### src/rtl/sb64_pkg.sv
// ----------------------------------------------------------------------------
// sb64_pkg
// Types, status codes and the alphabet map shared by the strict base64
// decoder modules.
// ----------------------------------------------------------------------------
package sb64_pkg;

  typedef enum logic [2:0] {
    ST_OK         = 3'd0,
    ST_LENGTH     = 3'd1,
    ST_BADCHAR    = 3'd2,
    ST_AFTERPAD   = 3'd3,
    ST_TOOMUCHPAD = 3'd4,
    ST_NONCANON   = 3'd5
  } status_t;

  localparam logic [7:0] CHAR_PAD   = 8'h3d;  // '='
  localparam logic [7:0] CHAR_PLUS  = 8'h2b;  // '+'
  localparam logic [7:0] CHAR_SLASH = 8'h2f;  // '/'
  localparam logic [7:0] CHAR_UA    = 8'h41;  // 'A'
  localparam logic [7:0] CHAR_UZ    = 8'h5a;  // 'Z'
  localparam logic [7:0] CHAR_LA    = 8'h61;  // 'a'
  localparam logic [7:0] CHAR_LZ    = 8'h7a;  // 'z'
  localparam logic [7:0] CHAR_D0    = 8'h30;  // '0'
  localparam logic [7:0] CHAR_D9    = 8'h39;  // '9'

  localparam logic [5:0] SEXTET_PLUS  = 6'd62;
  localparam logic [5:0] SEXTET_SLASH = 6'd63;
  localparam logic [7:0] OFFSET_LOWER = 8'd26;
  localparam logic [7:0] OFFSET_DIGIT = 8'd52;

  typedef struct packed {
    logic [7:0] symbol;
    logic       end_of_message;
  } sym_item_t;

  typedef struct packed {
    logic [7:0] data_byte;
    logic       byte_valid;
    logic       message_done;
    status_t    status;
  } res_item_t;

  typedef struct packed {
    logic [1:0] group_position;
    logic [5:0] previous_sextet;
    logic [1:0] pad_count;
    status_t    first_error;
    logic       noncanonical_seen;
  } dec_state_t;

  typedef struct packed {
    logic       ok;
    logic [5:0] value;
  } sextet_t;

  function automatic sextet_t sextet_of(input logic [7:0] c);
    sextet_t    s;
    logic [7:0] t;
    s = '{ok: 1'b1, value: '0};
    t = '0;
    if (c >= CHAR_UA && c <= CHAR_UZ) begin
      t = c - CHAR_UA;
    end else if (c >= CHAR_LA && c <= CHAR_LZ) begin
      t = c - CHAR_LA + OFFSET_LOWER;
    end else if (c >= CHAR_D0 && c <= CHAR_D9) begin
      t = c - CHAR_D0 + OFFSET_DIGIT;
    end else if (c == CHAR_PLUS) begin
      t = {2'b00, SEXTET_PLUS};
    end else if (c == CHAR_SLASH) begin
      t = {2'b00, SEXTET_SLASH};
    end else begin
      s.ok = 1'b0;
    end
    s.value = t[5:0];
    return s;
  endfunction

endpackage

### src/rtl/strict_base64_decoder_top.sv
// ----------------------------------------------------------------------------
// strict_base64_decoder_top
// Strict canonical base64 decoder, one character per item.
// ----------------------------------------------------------------------------
// Usage:
//   The sym channel carries one ASCII character per item, with end_of_message
//   set on the last character of a message. The res channel returns exactly
//   one item per character: a decoded byte with byte_valid on the 2nd, 3rd
//   and 4th data symbol of each group, and on the last character
//   message_done with the message status (ok, length, bad character, data
//   after padding, too much padding, noncanonical).
//   An accepted item is held in the input register, then moves through the
//   decode logic into the result register, where it is offered.
//   Throughput is one item per cycle while res_stall is low; the decode is
//   combinational, and the group state updates as each item moves into the
//   result register.
//   When res_stall is high the result register holds, the input register
//   still fills once, and sym_stall rises only when both are occupied.
//   Reset empties both registers and returns the group position, pad count,
//   previous sextet and error flags to zero; those state fields clear the same
//   way after every character flagged end_of_message.
// ----------------------------------------------------------------------------
module strict_base64_decoder_top (
  input  logic                clk,
  input  logic                rst,
  input  logic                sym_valid,
  output logic                sym_stall,
  input  sb64_pkg::sym_item_t sym_item,
  output logic                res_valid,
  input  logic                res_stall,
  output sb64_pkg::res_item_t res_item
);
  import sb64_pkg::*;

  logic       in_full;
  sym_item_t  in_item;
  dec_state_t state;
  dec_state_t state_next;
  res_item_t  step_res;
  logic       advance;

  assign advance   = in_full && (!res_valid || !res_stall);
  assign sym_stall = in_full && !advance;

  sb64_step u_step (
    .cur  (state),
    .item (in_item),
    .nxt  (state_next),
    .res  (step_res)
  );

  always_ff @(posedge clk) begin
    if (rst) begin
      in_full   <= 1'b0;
      res_valid <= 1'b0;
      state     <= '{group_position: '0, previous_sextet: '0, pad_count: '0,
                     first_error: ST_OK, noncanonical_seen: 1'b0};
    end else begin
      if (sym_valid && !sym_stall) begin
        in_full <= 1'b1;
      end else if (advance) begin
        in_full <= 1'b0;
      end
      if (advance) begin
        res_valid <= 1'b1;
        state     <= state_next;
      end else if (!res_stall) begin
        res_valid <= 1'b0;
      end
    end
  end

  always_ff @(posedge clk) begin
    if (sym_valid && !sym_stall) begin
      in_item <= sym_item;
    end
    if (advance) begin
      res_item <= step_res;
    end
  end

endmodule

### src/rtl/sb64_step.sv
// ----------------------------------------------------------------------------
// sb64_step
// Per-character decode: maps the symbol, forms the output byte and the
// message status, and computes the next decoder state.
// ----------------------------------------------------------------------------
module sb64_step (
  input  sb64_pkg::dec_state_t cur,
  input  sb64_pkg::sym_item_t  item,
  output sb64_pkg::dec_state_t nxt,
  output sb64_pkg::res_item_t  res
);
  import sb64_pkg::*;

  sextet_t    sx;
  logic [1:0] pos;
  logic [1:0] pos_next;
  logic [1:0] pad_next;
  status_t    err_next;
  logic       nc_next;
  logic [5:0] prev_next;
  logic [7:0] byte_val;
  logic       byte_ok;

  assign sx       = sextet_of(item.symbol);
  assign pos      = cur.group_position;
  assign pos_next = pos + 2'd1;

  always_comb begin
    pad_next  = cur.pad_count;
    err_next  = cur.first_error;
    nc_next   = cur.noncanonical_seen;
    prev_next = cur.previous_sextet;
    byte_val  = '0;
    byte_ok   = 1'b0;

    if (item.symbol == CHAR_PAD) begin
      // A pad right after a data symbol must leave no unused bits set.
      if (cur.pad_count == 2'd0) begin
        if (pos == 2'd2 && cur.previous_sextet[3:0] != 4'd0) nc_next = 1'b1;
        if (pos == 2'd3 && cur.previous_sextet[1:0] != 2'd0) nc_next = 1'b1;
      end
      if (cur.pad_count != 2'd3) pad_next = cur.pad_count + 2'd1;
      if (pad_next == 2'd3 && cur.first_error == ST_OK) err_next = ST_TOOMUCHPAD;
    end else if (cur.pad_count != 2'd0) begin
      if (cur.first_error == ST_OK) err_next = ST_AFTERPAD;
    end else if (!sx.ok) begin
      if (cur.first_error == ST_OK) err_next = ST_BADCHAR;
    end else begin
      prev_next = sx.value;
      if (cur.first_error == ST_OK && pos != 2'd0) begin
        byte_ok = 1'b1;
        unique case (pos)
          2'd1:    byte_val = {cur.previous_sextet, sx.value[5:4]};
          2'd2:    byte_val = {cur.previous_sextet[3:0], sx.value[5:2]};
          default: byte_val = {cur.previous_sextet[1:0], sx.value};
        endcase
      end
    end
  end

  always_comb begin
    res.data_byte    = byte_val;
    res.byte_valid   = byte_ok;
    res.message_done = item.end_of_message;
    res.status       = ST_OK;
    nxt.group_position    = pos_next;
    nxt.previous_sextet   = prev_next;
    nxt.pad_count         = pad_next;
    nxt.first_error       = err_next;
    nxt.noncanonical_seen = nc_next;

    if (item.end_of_message) begin
      priority if (pos_next != 2'd0) begin
        res.status = ST_LENGTH;
      end else if (err_next != ST_OK) begin
        res.status = err_next;
      end else if (nc_next) begin
        res.status = ST_NONCANON;
      end else begin
        res.status = ST_OK;
      end
      // The next message starts from a clean state.
      nxt = '{group_position: '0, previous_sextet: '0, pad_count: '0,
              first_error: ST_OK, noncanonical_seen: 1'b0};
    end
  end

endmodule
### config.mk
export PLATFORM = sky130hd
export DESIGN_NAME = strict_base64_decoder_top
export DESIGN_NICKNAME = d
export VERILOG_FILES = /design/src/rtl/sb64_pkg.sv /design/src/rtl/strict_base64_decoder_top.sv /design/src/rtl/sb64_step.sv
export SDC_FILE = /design/constraint.sdc
export NUM_CORES = 1
export LEC_CHECK = 0
export BUFFER_PORTS_ARGS = -buffer_cell sky130_fd_sc_hd__buf_2
export CORE_ASPECT_RATIO = 1.4
export CORE_MARGIN = 2
export CORE_UTILIZATION = 26
export CTS_BUF_LIST = sky130_fd_sc_hd__clkbuf_2
export DETAILED_ROUTE_END_ITERATION = 6
export PLACE_DENSITY = 0.44
export SETUP_SLACK_MARGIN = 0.5
export SYNTH_ARGS = -nofsm -noshare
export SYNTH_HDL_FRONTEND = slang
export SYNTH_SLANG_ARGS = --single-unit
### constraint.sdc
create_clock -name clk -period 2.88 [get_ports clk]
set_clock_uncertainty 0.2 [all_clocks]
set_input_delay 0.144 -clock clk [delete_from_list [all_inputs] [get_ports clk]]
set_output_delay 0.144 -clock clk [all_outputs]
set_load 0.03 [all_outputs]
# After elaboration in Yosys (flattened, before gate mapping)
# Cells that the tools add are included.
totals:
  ff_bits: 38
  input_bits: 13
  output_inout_bits: 15
  elab_cells: 108
op_classes:
  n_addsub: 7
  magnitude_cmp: 6
  n_eq_ne: 11
  muxes: 36
  bitwise: 3
  reduce_logical: 31
op_table:
  columns: ["operator", "n"]
  rows:
  - ["$mux W6", 8]
  - ["$eq A8 B6 Y1 const B", 3]
  - ["$mux W3", 8]
  - ["$ge A8 B7 Y1 const B", 2]
  - ["$le A8 B7 Y1 const B", 2]
  - ["$pmux W8 S2", 1]
  - ["$mux W1", 15]
  - ["$mux W14", 1]
  - ["$reduce_bool A2 Y1", 7]
  - ["$sub A6 B6 Y6 const B", 2]
  - ["$logic_and A1 B1 Y1", 10]
  - ["$ge A8 B6 Y1 const B", 1]
  - ["$le A8 B6 Y1 const B", 1]
  - ["$add A6 B5 Y6 const B", 1]
  - ["$add A6 B6 Y6 const B", 1]
  - ["$eq A2 B2 Y1 const B", 3]
  - ["$mux W2", 3]
  - ["$ne A2 B2 Y1 const B", 3]
  - ["$sub A6 B1 Y6 const B", 1]
  - ["$add A2 B1 Y2 const B", 2]
  - ["$logic_not A1 Y1", 4]
  - ["$reduce_and A4 Y1", 1]
  - ["$reduce_bool A4 Y1", 1]
  - ["$reduce_or A4 Y1", 1]
  - ["other kinds (10)", 12]

# Longest topological paths before layout
# Gate-level depths: netlist of the first run.
logic_depth:
  ltp_word: 12
  depth_mapped: 9
  depth_no_buf: 8

# Modules after synthesis
# Synthesis of the first run repeated with hierarchy kept, for this count alone.
unflattened:
  cells_unflattened: 271
  area_unflattened_um2: 2555.0
by_module_without_submodules:
  columns: ["module", "instances", "cells_per_inst", "area_per_inst_um2", "seq_area_each_um2"]
  rows:
  - ["strict_base64_decoder_top", 1, 92, 1376.3, 980.9]
  - ["sb64_step", 1, 179, 1178.6, 0.0]

# Least setup slack after synthesis of the first run
# Ideal clock, no wire load.
synth_timing:
  kind: "flip-flop to flip-flop"
  startpoint: "register in_item[3] in the netlist's numbering"
  endpoint: "register res_item[6] in the netlist's numbering (data pin)"
  setup_ns: 0.174
  arrival_time_ns: 2.344
  t_required_ns: 2.506
  setup_slack_ns: 0.161
  path_stages_with_launch: 10
  path_buffers: 1
  period_less_slack_ns: 2.719
  cell_sequence: "edfxtp_1 > clkbuf_1 > inv_1 > ha_1 > nor2b_1 > o21ai_0 > a31oi_1 > a221oi_1 > o21ai_0 > a311oi_1"
synth_via:
  elab_chain_len: 8
  word_cells_on_any_way: 30
  classes_between: "5 x add/sub; 6 x order compare; 3 x eq/ne; 11 x mux; 1 x bitwise; 4 x reduce/logical"
synth_lines:
  columns: ["item", "line_no", "rtl"]
  rows:
  - ["from (decl)", "strict_base64_decoder_top.sv:36", "sym_item_t in_item;"]
  - ["from (signal assigned)", "strict_base64_decoder_top.sv:75", "in_item <= sym_item;"]
  - ["parallel branches: the longest is 8 deep, another holds $sub A6 B6 Y6", null, null]
  - ["to (signal assigned)", "strict_base64_decoder_top.sv:78", "res_item <= step_res;"]
  - ["to (decl)", "strict_base64_decoder_top.sv:31", "output sb64_pkg::res_item_t res_item"]
# Parallel ways; which one is timed is not known.
# A chain may end at the register's enable or synchronous reset.

# Worst setup path in the final report of the first run
layout_timing:
  startpoint: "register in_item[1] in the netlist's numbering"
  endpoint: "register res_item[12] in the netlist's numbering (data pin)"
layout_via:
  elab_chain_len: 8
  word_cells_on_any_way: 19
  classes_between: "6 x order compare; 3 x eq/ne; 5 x mux; 1 x bitwise; 4 x reduce/logical"
layout_lines:
  columns: ["item"]
  rows:
  - ["parallel branches: the longest is 7 deep, another holds $ge A8 B6 Y1"]
  - ["$reduce_or A4 Y1 (no source line) *"]
# Every way passes the cells marked *.

==> results of run 1 <==
==> layer usage <==
layer,global-route usage,part of all wire
met5,0,0
met4,0.0656,0.036
met3,0.0199,0.038
met2,0.229,0.52
met1,0.158,0.41
==> what timing repair did <==
action	in CTS	in global routing
resized for setup	21	33
pin swaps	6	11
setup endpoints to repair	17	16
hold buffers	14	0
buffers inserted	6	20
cloned	1	1
endpoints found under the hold margin	19	0
==> Yosys cell counts (all sizes together) (2+ instances only) <==
cell type,number
o21ai,12
dfxtp,16
mux2i,3
a21oi,15
a21o,2
ha,14
nand3,12
nand2,15
a31oi,8
nor2b,5
nand2b,2
buf,2
nor3,11
a211oi,5
xor2,2
a311oi,3
edfxtp,22
inv,13
o2bb2ai,7
a221oi,5
clkbuf,5
and3,3
xnor2,2
nor2,21
nand4bb,2
o2111ai,2
==> path summary, 6_finish.rpt <==
check | start | to | cells past startpoint
worst min-delay path | sym_item[8] | in_item[8]$_DFFE_PP_ | 2
worst min register to register | state[10]$_SDFFE_PP0P_ | state[10]$_SDFFE_PP0P_ | 1
worst max register to register | in_item[1]$_DFFE_PP_ | res_item[12]$_SDFFCE_PP0P_ | 9
worst max-delay path | in_item[1]$_DFFE_PP_ | res_item[12]$_SDFFCE_PP0P_ | 9
==> sequential cells by signal, summed over array words and instances (netlist names) <==
name,cells
in_item,9
state,14
in_full,1
res_valid,1
res_item,13
==> cell usage in the layout (no fill, tap or decap), drive strengths merged, types with 2 or more instances in the layout <==
cell type,instances
clkbuf,5
nand2,15
a211oi,5
dfxtp,16
and3,3
a21oi,15
dlygate4sd3,14
nor2,21
a221oi,5
mux2i,3
a21o,2
inv,13
ha,14
nand3,13
nor3,11
xnor2,2
o2111ai,2
bufinv,2
xor2,2
o21ai,12
buf,61
nand2b,2
nand4bb,2
a311oi,3
a31oi,8
clkinv,2
nor2b,5
o2bb2ai,8
edfxtp,22
==> power breakdown <==
group / switching, mW / internal (mW)
logic: 0.156 / 0.124
registers: 0.0160 / 0.595
clock network: 0.194 / 0.235
total: 0.366 / 0.955
==> cell type report <==
cell class                 count  share of cell area
tap                          102              0.0388
timing repair buffer          75               0.166
antenna                        1            0.000760
clock buffer                   5             0.00760
clock inverter                 3              0.0209
multi-input combinational    170               0.452
sequential                    38               0.298
inverter                      14              0.0160
==> cell families (layout without fill, tap and decap cells) <==
family | count (synthesis) | in the layout | share of synthesized area
buffers and inverters | 21 | 97 | 0.0406
adders and majority gates | 14 | 14 | 0.0789
other | 0 | 1 | 0
DFF | 38 | 38 | 0.442
and+or+nand+nor | 80 | 81 | 0.203
muxes | 3 | 3 | 0.0135
AOI/OAI and AO/OA | 67 | 68 | 0.207
xor gates and xnor gates | 4 | 4 | 0.0158
==> metrics by stage <==
stage / utilization / std cells
floorplan: - / 227
global placement: 0.308 / 357
detailed placement: 0.308 / 357
CTS: 0.357 / 386
global route: 0.399 / 408
finish: 0.399 / 408
==> critical path, stage by stage, from the launching register on <==
cell and delay, ns:
sky130_fd_sc_hd__edfxtp_1 0.44, sky130_fd_sc_hd__ha_2 0.20, sky130_fd_sc_hd__or3b_4 0.40, sky130_fd_sc_hd__nor3_4 0.15, sky130_fd_sc_hd__buf_6 0.15, sky130_fd_sc_hd__a21oi_4 0.04
sky130_fd_sc_hd__o21ai_4 0.27, sky130_fd_sc_hd__buf_6 0.15, sky130_fd_sc_hd__nand3_2 0.12, sky130_fd_sc_hd__a211oi_1 0.18
==> results.txt, run 1 <==
----------------------------------------------------
[GRT]
  First-pass GRT wire length ... 9530 um
  Total Routing Usage GR ... 0.133
  Pin count of the biggest net entering global routing ... 20
  Number of global-route vias before repair ... 1956
  Number of antenna violations at the first check in global routing ... 1
  Overall overflow remaining after global route ... 0

[Final layout]
  Signed area change from the synthesized netlist to the final layout ... 48.2%
  Fill cell total of the finished layout ... 807
  Nets ... 331
  Multi-input logic area ... 1490 um^2
  Layout cells sized above 1 ... 0.397
  Sequential cell area in the final layout ... 981 um^2
  Cell area after layout ... 3290 um^2

[STA]
  Part of the cycle the worst path needs ... 0.849
  Slew at the pin with the worst max-slew slack ... 0.708 ns
  Number of hold-slack violations in the final timing report ... 0
  Max-slew headroom ... 0.527
  Setup violation total in the final timing report ... 0
  Final-layout worst hold slack ... 0.261 ns
  Final number of max-transition violations ... 0
  Smallest setup slack after layout ... 0.436 ns
  Maximum operating frequency ... 409 MHz
  Setup Total Neg Slack ... 0 ns
  RSZ-0062 raised after global routing ... true
  Shortest clock period the worst path allows after layout ... 2.44 ns

[Routing]
  Vias post-DR ... 2068
  Count of routing violations after the opening detailed-route iteration ... 112
  Routed WL per cell ... 15.2 um
  Count of unresolved DRC violations after routing ... 0
  DRT Pass-1 Iters ... 4
  Via/cell ratio ... 5.07
  Remaining number of nets flagged by the antenna check after routing ... 0
  Total wire length ... 6200 um

[Yosys]
  Post-Syn Nets ... 254
  Main synth FF type ... sky130_fd_sc_hd__edfxtp_1
  Number of enable flip-flop cells after synthesis ... 22
  Asr flop ratio synth ... 0
  Mapped Area ... 2220 um^2
  Sequential element share of the synthesized area ... 0.442
  Synth warnings ... 0
  Post-synthesis sequential element count ... 38
  Syn Area/Cell ... 9.78 um^2
  Cell taking the most area after synthesis ... sky130_fd_sc_hd__edfxtp_1
  Number of unique standard cell types used by synthesis ... 50
  Fraction of post-synthesis cell area in the top cell type by area ... 0.297
  Ranking of synthesized cells by area ... sky130_fd_sc_hd__edfxtp_1 (30%), sky130_fd_sc_hd__dfxtp_1 (14%), sky130_fd_sc_hd__ha_1 (7.9%)
  Synth Instances ... 227

[Status]
  Run status ... finished, final reports clean

[Hold path]
  Hold Crit Class ... in2reg

[Placed design]
  Worst Setup Slack post-DPL ... 0.333 ns
  Instance area after placement ... 2540 um^2
  Number of I/O port buffers ... 27
  Final HPWL from detailed placement ... 4020 um
  Final GP Congestion ... 0.889

[Worst setup path]
  Endpoint kind of the worst setup timing path ... flop
  Worst reg2reg setup slack ... 0.44 ns
  Required time of the critical path ... 2.93 ns
  Crit Path Max Fanout ... 5
  Setup Crit Path Kind ... reg2reg
  Startpoint types ... flop
  CP Data Arrival Time ... 2.50 ns

[Die]
  IO Pins ... 28
  Die outline height ... 113 um
  Area of the core region ... 8250 um^2
  Initial cell density of the core ... 0.269
  Total die area ... 9310 um^2
  Number of cell rows ... 39
  Die width ... 82.1 um

[Clock tree]
  Latest clock arrival within the worst-skew pair ... 0.39 ns
  H-tree depth reported by CTS ... 2
  Clock buffer count from CTS ... 5
  Clock sink count ... 38
  Clock-pin transition on the worst setup and hold timing paths ... 0.22 ns
  Clock tree from TritonCTS ... built
  CTS max path bufs ... 2
  Clock root buffer master ... sky130_fd_sc_hd__clkbuf_2

[Power]
  Total power consumption of the routed design ... 1.32 mW
  Worst VDD drop ... 0.220 mV
  Total power density per cell area ... 401 nW/um^2
  Leakage dissipation ... 1.19 nW

[Flow run]
  Max-cap check violation count ... 0

----------------------------------------------------
Power figures use the tool's default switching activity.
==> run 2, diff against run 1 <==
--- a/config.mk
+++ b/config.mk
@@ -11,7 +11,7 @@
 export CORE_UTILIZATION = 26
 export CTS_BUF_LIST = sky130_fd_sc_hd__clkbuf_2
 export DETAILED_ROUTE_END_ITERATION = 6
-export PLACE_DENSITY = 0.44
+export PLACE_DENSITY = 0.42
 export SETUP_SLACK_MARGIN = 0.5
 export SYNTH_ARGS = -nofsm -noshare
 export SYNTH_HDL_FRONTEND = slang
==> constraint.sdc (replaced) <==
create_clock -name clk -period 2.5 [get_ports clk]
set_clock_uncertainty 0.2 [all_clocks]
set_input_delay 0.125 -clock clk [delete_from_list [all_inputs] [get_ports clk]]
set_output_delay 0.125 -clock clk [all_outputs]
set_load 0.03 [all_outputs]
==> results.txt, run 2 (same netlist as run 1, synthesis figures left out) <==
----------------------------------------------------
[Die]
  Number of cell rows ... 39 (unchanged)
  Total die area ... 9310 um^2 (unchanged)
  Die width ... 82.1 um (unchanged)
  Area of the core region ... 8250 um^2 (unchanged)
  Initial cell density of the core ... 0.269 (unchanged)
  Die outline height ... 113 um (unchanged)
  IO Pins ... 28 (unchanged)

[Final layout]
  Nets ... 331 (unchanged)
  Fill cell total of the finished layout ... 837 (was 807)
  Top Registers ... state: 14 flops, res_item: 13 flops, in_item: 9 flops (unchanged)
  Commonest non-fill, non-tap cell in the layout ... sky130_fd_sc_hd__buf_4 (unchanged)
  Register containing the most flip-flops in the final layout ... state (unchanged)
  Commonest cells after routing, fill and taps aside ... sky130_fd_sc_hd__buf_4 (29), sky130_fd_sc_hd__buf_2 (27), sky130_fd_sc_hd__edfxtp_1 (22), sky130_fd_sc_hd__nor2_1 (18), sky130_fd_sc_hd__dfxtp_1 (16) (was sky130_fd_sc_hd__buf_4 (30), sky130_fd_sc_hd__buf_2 (27), sky130_fd_sc_hd__edfxtp_1 (22), sky130_fd_sc_hd__nor2_1 (19), sky130_fd_sc_hd__dfxtp_1 (16))
  Multi-input logic area ... 1430 um^2 (was 1490 um^2)
  Max reg flops ... 14 (unchanged)
  Layout cells sized above 1 ... 0.377 (was 0.397)
  Final antenna diode count ... 0 (was 1)
  Layout Cells excl Fill ... 407 (was 408)
  Cell area after layout ... 3210 um^2 (was 3290 um^2)
  Signed area change from the synthesized netlist to the final layout ... 44.5% (was 48.2%)
  Sequential cell area in the final layout ... 981 um^2 (unchanged)

[Routing]
  Via/cell ratio ... 5.03 (was 5.07)
  Count of routing violations after the opening detailed-route iteration ... 153 (was 112)
  Routed WL per cell ... 15.6 um (was 15.2 um)
  Total wire length ... 6330 um (was 6200 um)
  Vias post-DR ... 2047 (was 2068)
  Remaining number of nets flagged by the antenna check after routing ... 0 (unchanged)
  DRT Pass-1 Iters ... 4 (unchanged)
  Count of unresolved DRC violations after routing ... 0 (unchanged)

[Placed design]
  Final GP Congestion ... 0.830 (was 0.889)
  Final HPWL from detailed placement ... 4450 um (was 4020 um)
  Number of I/O port buffers ... 27 (unchanged)
  Placed Instances ... 372 (was 357)
  Instance area after placement ... 2670 um^2 (was 2540 um^2)

[Power]
  Worst VDD drop ... 0.235 mV (was 0.220 mV)
  Leakage dissipation ... 1.17 nW (was 1.19 nW)
  Total power density per cell area ... 406 nW/um^2 (was 401 nW/um^2)

[STA]
  Number of hold-slack violations in the final timing report ... 0 (unchanged)
  Slew at the pin with the worst max-slew slack ... 0.553 ns (was 0.708 ns)
  Setup violation total in the final timing report ... 0 (unchanged)
  Setup Total Neg Slack ... 0 ns (unchanged)
  Final-layout worst hold slack ... 0.206 ns (was 0.261 ns)
  RSZ-0062 raised after global routing ... true (unchanged)
  Maximum operating frequency ... 409 MHz (about the same)
  Part of the cycle the worst path needs ... 0.978 (was 0.849)
  Final number of max-transition violations ... 0 (unchanged)
  Max-slew headroom ... 0.628 (was 0.527)
  Shortest clock period the worst path allows after layout ... 2.44 ns (about the same)

[GRT]
  Overall overflow remaining after global route ... 0 (unchanged)
  Number of global-route vias before repair ... 2023 (was 1956)
  Pin count of the biggest net entering global routing ... 20 (unchanged)
  Total Routing Usage GR ... 0.147 (was 0.133)
  First-pass GRT wire length ... 10300 um (was 9530 um)
  Number of antenna violations at the first check in global routing ... 0 (was 1)

[Clock tree]
  CTS max path bufs ... 2 (unchanged)
  Clock sink count ... 38 (unchanged)
  Clock-pin transition on the worst setup and hold timing paths ... 0.22 ns (about the same)
  H-tree depth reported by CTS ... 2 (unchanged)
  Clock buffer count from CTS ... 5 (unchanged)
  Latest clock arrival within the worst-skew pair ... 0.43 ns (was 0.39 ns)
  Clock tree from TritonCTS ... built (unchanged)
  Clock root buffer master ... sky130_fd_sc_hd__clkbuf_2 (unchanged)

[Hold path]
  Hold Crit Class ... in2reg (unchanged)

[Status]
  Run status ... finished, final reports clean (unchanged)

[Worst setup path]
  CP Data Arrival Time ... 2.52 ns (was 2.50 ns)
  Required time of the critical path ... 2.58 ns (was 2.93 ns)
  Endpoint kind of the worst setup timing path ... flop (unchanged)
  Startpoint types ... flop (unchanged)
  Crit Path Max Fanout ... 5 (unchanged)
  Setup Crit Path Kind ... reg2reg (unchanged)

[Flow run]
  Max-cap check violation count ... 0 (unchanged)

----------------------------------------------------
run 2: changes by cell type in the layout (fill, tap and decap cells not counted), sizes merged:
cell / previous run / this run
bufinv: 2 / 0
buf: 61 / 62
clkinv: 2 / 3
clkinvlp: 0 / 1
diode: 1 / 0
o2bb2ai: 8 / 7
run 2: final cells by class:
type,count,area share
Multi-Input combinational cell,169,0.444
Sequential cell,38,0.306
Timing Repair Buffer,76,0.180
Tap cell,102,0.0398
Inverter,14,0.0172
Clock buffer,5,0.00780
Clock inverter,3,0.00507
run 2: worst max-delay path, stage by stage, from the launching register on:
cell and delay, ns:
sky130_fd_sc_hd__edfxtp_1 0.43, sky130_fd_sc_hd__ha_2 0.19, sky130_fd_sc_hd__or3b_4 0.40, sky130_fd_sc_hd__nor3_4 0.25, sky130_fd_sc_hd__a31oi_1 0.10, sky130_fd_sc_hd__a221oi_2 0.36
sky130_fd_sc_hd__o21ai_1 0.12, sky130_fd_sc_hd__a311oi_1 0.26
run 2: per-layer routing:
layer,vias to the layer above,track usage,part of all wire
met4,0,0.0733,0.033
met3,16,0.0295,0.031
met2,44,0.253,0.53
met5,-,0,0
met1,972,0.168,0.41
li1,1015,-,-
run 2: path summary, 6_finish.rpt:
check        depth (start not counted)                         to                   start  slack, ns
max                                  7  res_item[6]$_SDFFCE_PP0P_    in_item[1]$_DFFE_PP_       0.06
min                                  2       in_item[3]$_DFFE_PP_             sym_item[3]       0.21
max reg2reg                          7  res_item[6]$_SDFFCE_PP0P_    in_item[1]$_DFFE_PP_       0.06
min reg2reg                          1     state[10]$_SDFFE_PP0P_  state[10]$_SDFFE_PP0P_       0.30
run 2: repair_timing:
action	in CTS	in global routing
setup buffers	7	5
setup endpoints to repair	20	21
gates cloned	1	0
pin swaps	6	10
hold buffers	14	0
hold endpoints to repair	16	0
gates resized for setup	31	15
run 2: through the flow:
step                      total power, mW   util  setup slack (ns)
after floorplan                     0.867      -             0.118
after global placement              0.956  0.324           -0.0629
after detailed placement            0.953  0.324           -0.0220
after CTS                            1.30  0.374            0.0482
after global routing                 1.37  0.389            -0.138
final                                1.30  0.389            0.0561
run 2: power breakdown:
part           switching [mW]  internal [mW]
clock network           0.215         0.0636
registers              0.0178          0.685
logic                   0.179          0.144
==> run 3, diff against run 2 <==
--- a/config.mk
+++ b/config.mk
@@ -8,10 +8,10 @@
 export BUFFER_PORTS_ARGS = -buffer_cell sky130_fd_sc_hd__buf_2
 export CORE_ASPECT_RATIO = 1.4
 export CORE_MARGIN = 2
-export CORE_UTILIZATION = 26
+export CORE_UTILIZATION = 60
 export CTS_BUF_LIST = sky130_fd_sc_hd__clkbuf_2
 export DETAILED_ROUTE_END_ITERATION = 6
-export PLACE_DENSITY = 0.42
+export PLACE_DENSITY = 0.82
 export SETUP_SLACK_MARGIN = 0.5
 export SYNTH_ARGS = -nofsm -noshare
 export SYNTH_HDL_FRONTEND = slang
==> constraint.sdc (replaced) <==
create_clock -name clk -period 2.5 [get_ports clk]
set_clock_uncertainty 0.2 [all_clocks]
set_input_delay 0.375 -clock clk [delete_from_list [all_inputs] [get_ports clk]]
set_output_delay 0.375 -clock clk [all_outputs]
set_load 0.03 [all_outputs]
==> results.txt, run 3 (same netlist as run 1, synthesis figures left out) <==
----------------------------------------------------
[Placed design]
  Instance area after placement ... 2530 um^2 (was 2670 um^2)
  Final GP Congestion ... 0.931 (was 0.830)
  Worst Setup Slack post-DPL ... -0.0248 ns (was -0.0220 ns)
  Number of I/O port buffers ... 27 (unchanged)
  Final HPWL from detailed placement ... 3710 um (was 4450 um)

[STA]
  Final number of max-transition violations ... 0 (unchanged)
  Part of the cycle the worst path needs ... 1.04 (was 0.978)
  Slew at the pin with the worst max-slew slack ... 0.541 ns (was 0.553 ns)
  Max-slew headroom ... 0.636 (was 0.628)
  Smallest setup slack after layout ... -0.105 ns (was 0.0561 ns)
  Number of hold-slack violations in the final timing report ... 0 (unchanged)
  Maximum operating frequency ... 384 MHz (was 409 MHz)
  RSZ-0062 raised after global routing ... true (unchanged)
  Final-layout worst hold slack ... 0.0344 ns (was 0.206 ns)
  Shortest clock period the worst path allows after layout ... 2.61 ns (was 2.44 ns)
  Setup violation total in the final timing report ... 13 (was 0)

[GRT]
  Total Routing Usage GR ... 0.306 (was 0.147)
  Pin count of the biggest net entering global routing ... 20 (unchanged)
  First-pass GRT wire length ... 10100 um (was 10300 um)
  Number of global-route vias before repair ... 2172 (was 2023)
  Number of antenna violations at the first check in global routing ... 0 (unchanged)
  Overall overflow remaining after global route ... 0 (unchanged)

[Status]
  Run status ... finished, violations left (was finished, final reports clean)
  Violations in the final reports ... setup timing

[Die]
  Initial cell density of the core ... 0.615 (was 0.269)
  Area of the core region ... 3610 um^2 (was 8250 um^2)
  Die outline height ... 76.0 um (was 113 um)
  Die width ... 55.4 um (was 82.1 um)
  IO Pins ... 28 (unchanged)
  Number of cell rows ... 26 (was 39)
  Total die area ... 4210 um^2 (was 9310 um^2)

[Worst setup path]
  Peak per-stage delay on the critical path ... 0.51 ns (was 0.43 ns)
  Crit Path Max Fanout ... 5 (unchanged)
  Master of the slowest instance on the critical path ... sky130_fd_sc_hd__edfxtp_1 (unchanged)
  Most numerous cell on the critical path ... sky130_fd_sc_hd__buf_4
  CP Data Arrival Time ... 2.68 ns (was 2.52 ns)
  CP Buf/Inv Count ... 3 (was 0)
  Cells traversed along the worst timing path ... buf_4 -> buf_4 -> nand4bb_1 -> o2111a_1 -> nor3b_1 -> mux2i_1 -> inv_1 -> a221oi_2 (was ha_2 -> or3b_4 -> nor3_4 -> a31oi_1 -> a221oi_2 -> o21ai_1 -> a311oi_1)
  Family of cells with the greatest summed delay on the critical path ... compound AO/OA/AOI/OAI gates (unchanged)
  Required time of the critical path ... 2.57 ns (was 2.58 ns)
  Startpoint types ... flop (unchanged)
  Setup Crit Path Kind ... reg2reg (unchanged)
  Endpoint kind of the worst setup timing path ... flop (unchanged)

[Clock tree]
  Clock root buffer master ... sky130_fd_sc_hd__clkbuf_2 (unchanged)
  Clock buffer count from CTS ... 5 (unchanged)
  CTS max path bufs ... 2 (unchanged)
  Clock tree from TritonCTS ... built (unchanged)
  Clock sink count ... 38 (unchanged)
  Latest clock arrival within the worst-skew pair ... 0.42 ns (was 0.43 ns)
  Clock-pin transition on the worst setup and hold timing paths ... 0.23 ns (was 0.22 ns)
  H-tree depth reported by CTS ... 2 (unchanged)

[Routing]
  DRT Pass-1 Iters ... 5 (was 4)
  Count of unresolved DRC violations after routing ... 0 (unchanged)
  Total wire length ... 7470 um (was 6330 um)
  Count of routing violations after the opening detailed-route iteration ... 201 (was 153)
  Routed WL per cell ... 21.8 um (was 15.6 um)
  Vias post-DR ... 2304 (was 2047)
  Remaining number of nets flagged by the antenna check after routing ... 0 (unchanged)
  Via/cell ratio ... 6.72 (was 5.03)

[Hold path]
  Hold Crit Class ... in2reg (unchanged)

[Final layout]
  Layout cells sized above 1 ... 0.409 (was 0.377)
  Commonest cells after routing, fill and taps aside ... sky130_fd_sc_hd__buf_4 (31), sky130_fd_sc_hd__buf_2 (27), sky130_fd_sc_hd__edfxtp_1 (22), sky130_fd_sc_hd__nor2_1 (17), sky130_fd_sc_hd__dfxtp_1 (16) (was sky130_fd_sc_hd__buf_4 (29), sky130_fd_sc_hd__buf_2 (27), sky130_fd_sc_hd__edfxtp_1 (22), sky130_fd_sc_hd__nor2_1 (18), sky130_fd_sc_hd__dfxtp_1 (16))
  Max reg flops ... 14 (unchanged)
  Cell area after layout ... 3160 um^2 (was 3210 um^2)
  Register containing the most flip-flops in the final layout ... state (unchanged)
  Final antenna diode count ... 0 (unchanged)
  Nets ... 327 (was 331)
  Signed area change from the synthesized netlist to the final layout ... 42.1% (was 44.5%)
  Top Registers ... state: 14 flops, res_item: 13 flops, in_item: 9 flops (unchanged)
  Core occupancy in the finished layout ... 0.874 (was 0.389)
  Commonest non-fill, non-tap cell in the layout ... sky130_fd_sc_hd__buf_4 (unchanged)

[Flow run]
  Max-cap check violation count ... 0 (unchanged)

[Power]
  Worst VDD drop ... 0.584 mV (was 0.235 mV)
  Total power consumption of the routed design ... 1.54 mW (was 1.30 mW)
  Leakage dissipation ... 1.17 nW (about the same)
  Total power density per cell area ... 487 nW/um^2 (was 406 nW/um^2)

----------------------------------------------------
==> run 3: final cells by class <==
class / count / area [um^2]
Fill cell: 171 / 454
Clock buffer: 5 / 25.0
Inverter: 14 / 52.6
Clock inverter: 3 / 68.8
Multi-Input combinational cell: 169 / 1460
Sequential cell: 38 / 981
Tap cell: 42 / 52.6
Timing Repair Buffer: 72 / 514
==> run 3: final timing paths <==
check | from | end | slack, ns | cells after the start
setup / recovery | in_item[1]$_DFFE_PP_ | res_item[5]$_SDFFCE_PP0P_ | -0.11 | 8
hold / removal | rst | state[4]$_SDFFE_PP0P_ | 0.03 | 2
setup reg to reg | in_item[1]$_DFFE_PP_ | res_item[5]$_SDFFCE_PP0P_ | -0.11 | 8
hold reg to reg | state[10]$_SDFFE_PP0P_ | state[10]$_SDFFE_PP0P_ | 0.30 | 1
==> run 3: power breakdown <==
part / internal (mW) / switching (mW) / total [mW]
sequential: 0.685 / 0.0214 / 0.707
clock: 0.271 / 0.226 / 0.497
combinational: 0.139 / 0.195 / 0.333
total: 1.10 / 0.442 / 1.54
==> run 3: stage by stage <==
stage | cells | setup TNS, ns
finish | 343 | -0.568
global route | 343 | -1.75
CTS | 336 | 0
detailed placement | 303 | -0.0248
global placement | 303 | 0
floorplan | 227 | 0
==> run 3: routing by layer <==
layer  wire (um)  GRT usage
met3         583     0.0560
met4         301      0.144
met2        3810      0.533
met1        2770      0.357
met5           0          0
==> run 3: timing repair <==
item | in CTS | in global routing
pin swaps | 14 | 10
endpoints found under the hold margin | 9 | 0
gates resized for setup | 32 | 22
buffers inserted | 15 | 7
cloned | 1 | 0
endpoints found under the setup margin | 20 | 20
hold buffers | 9 | 0
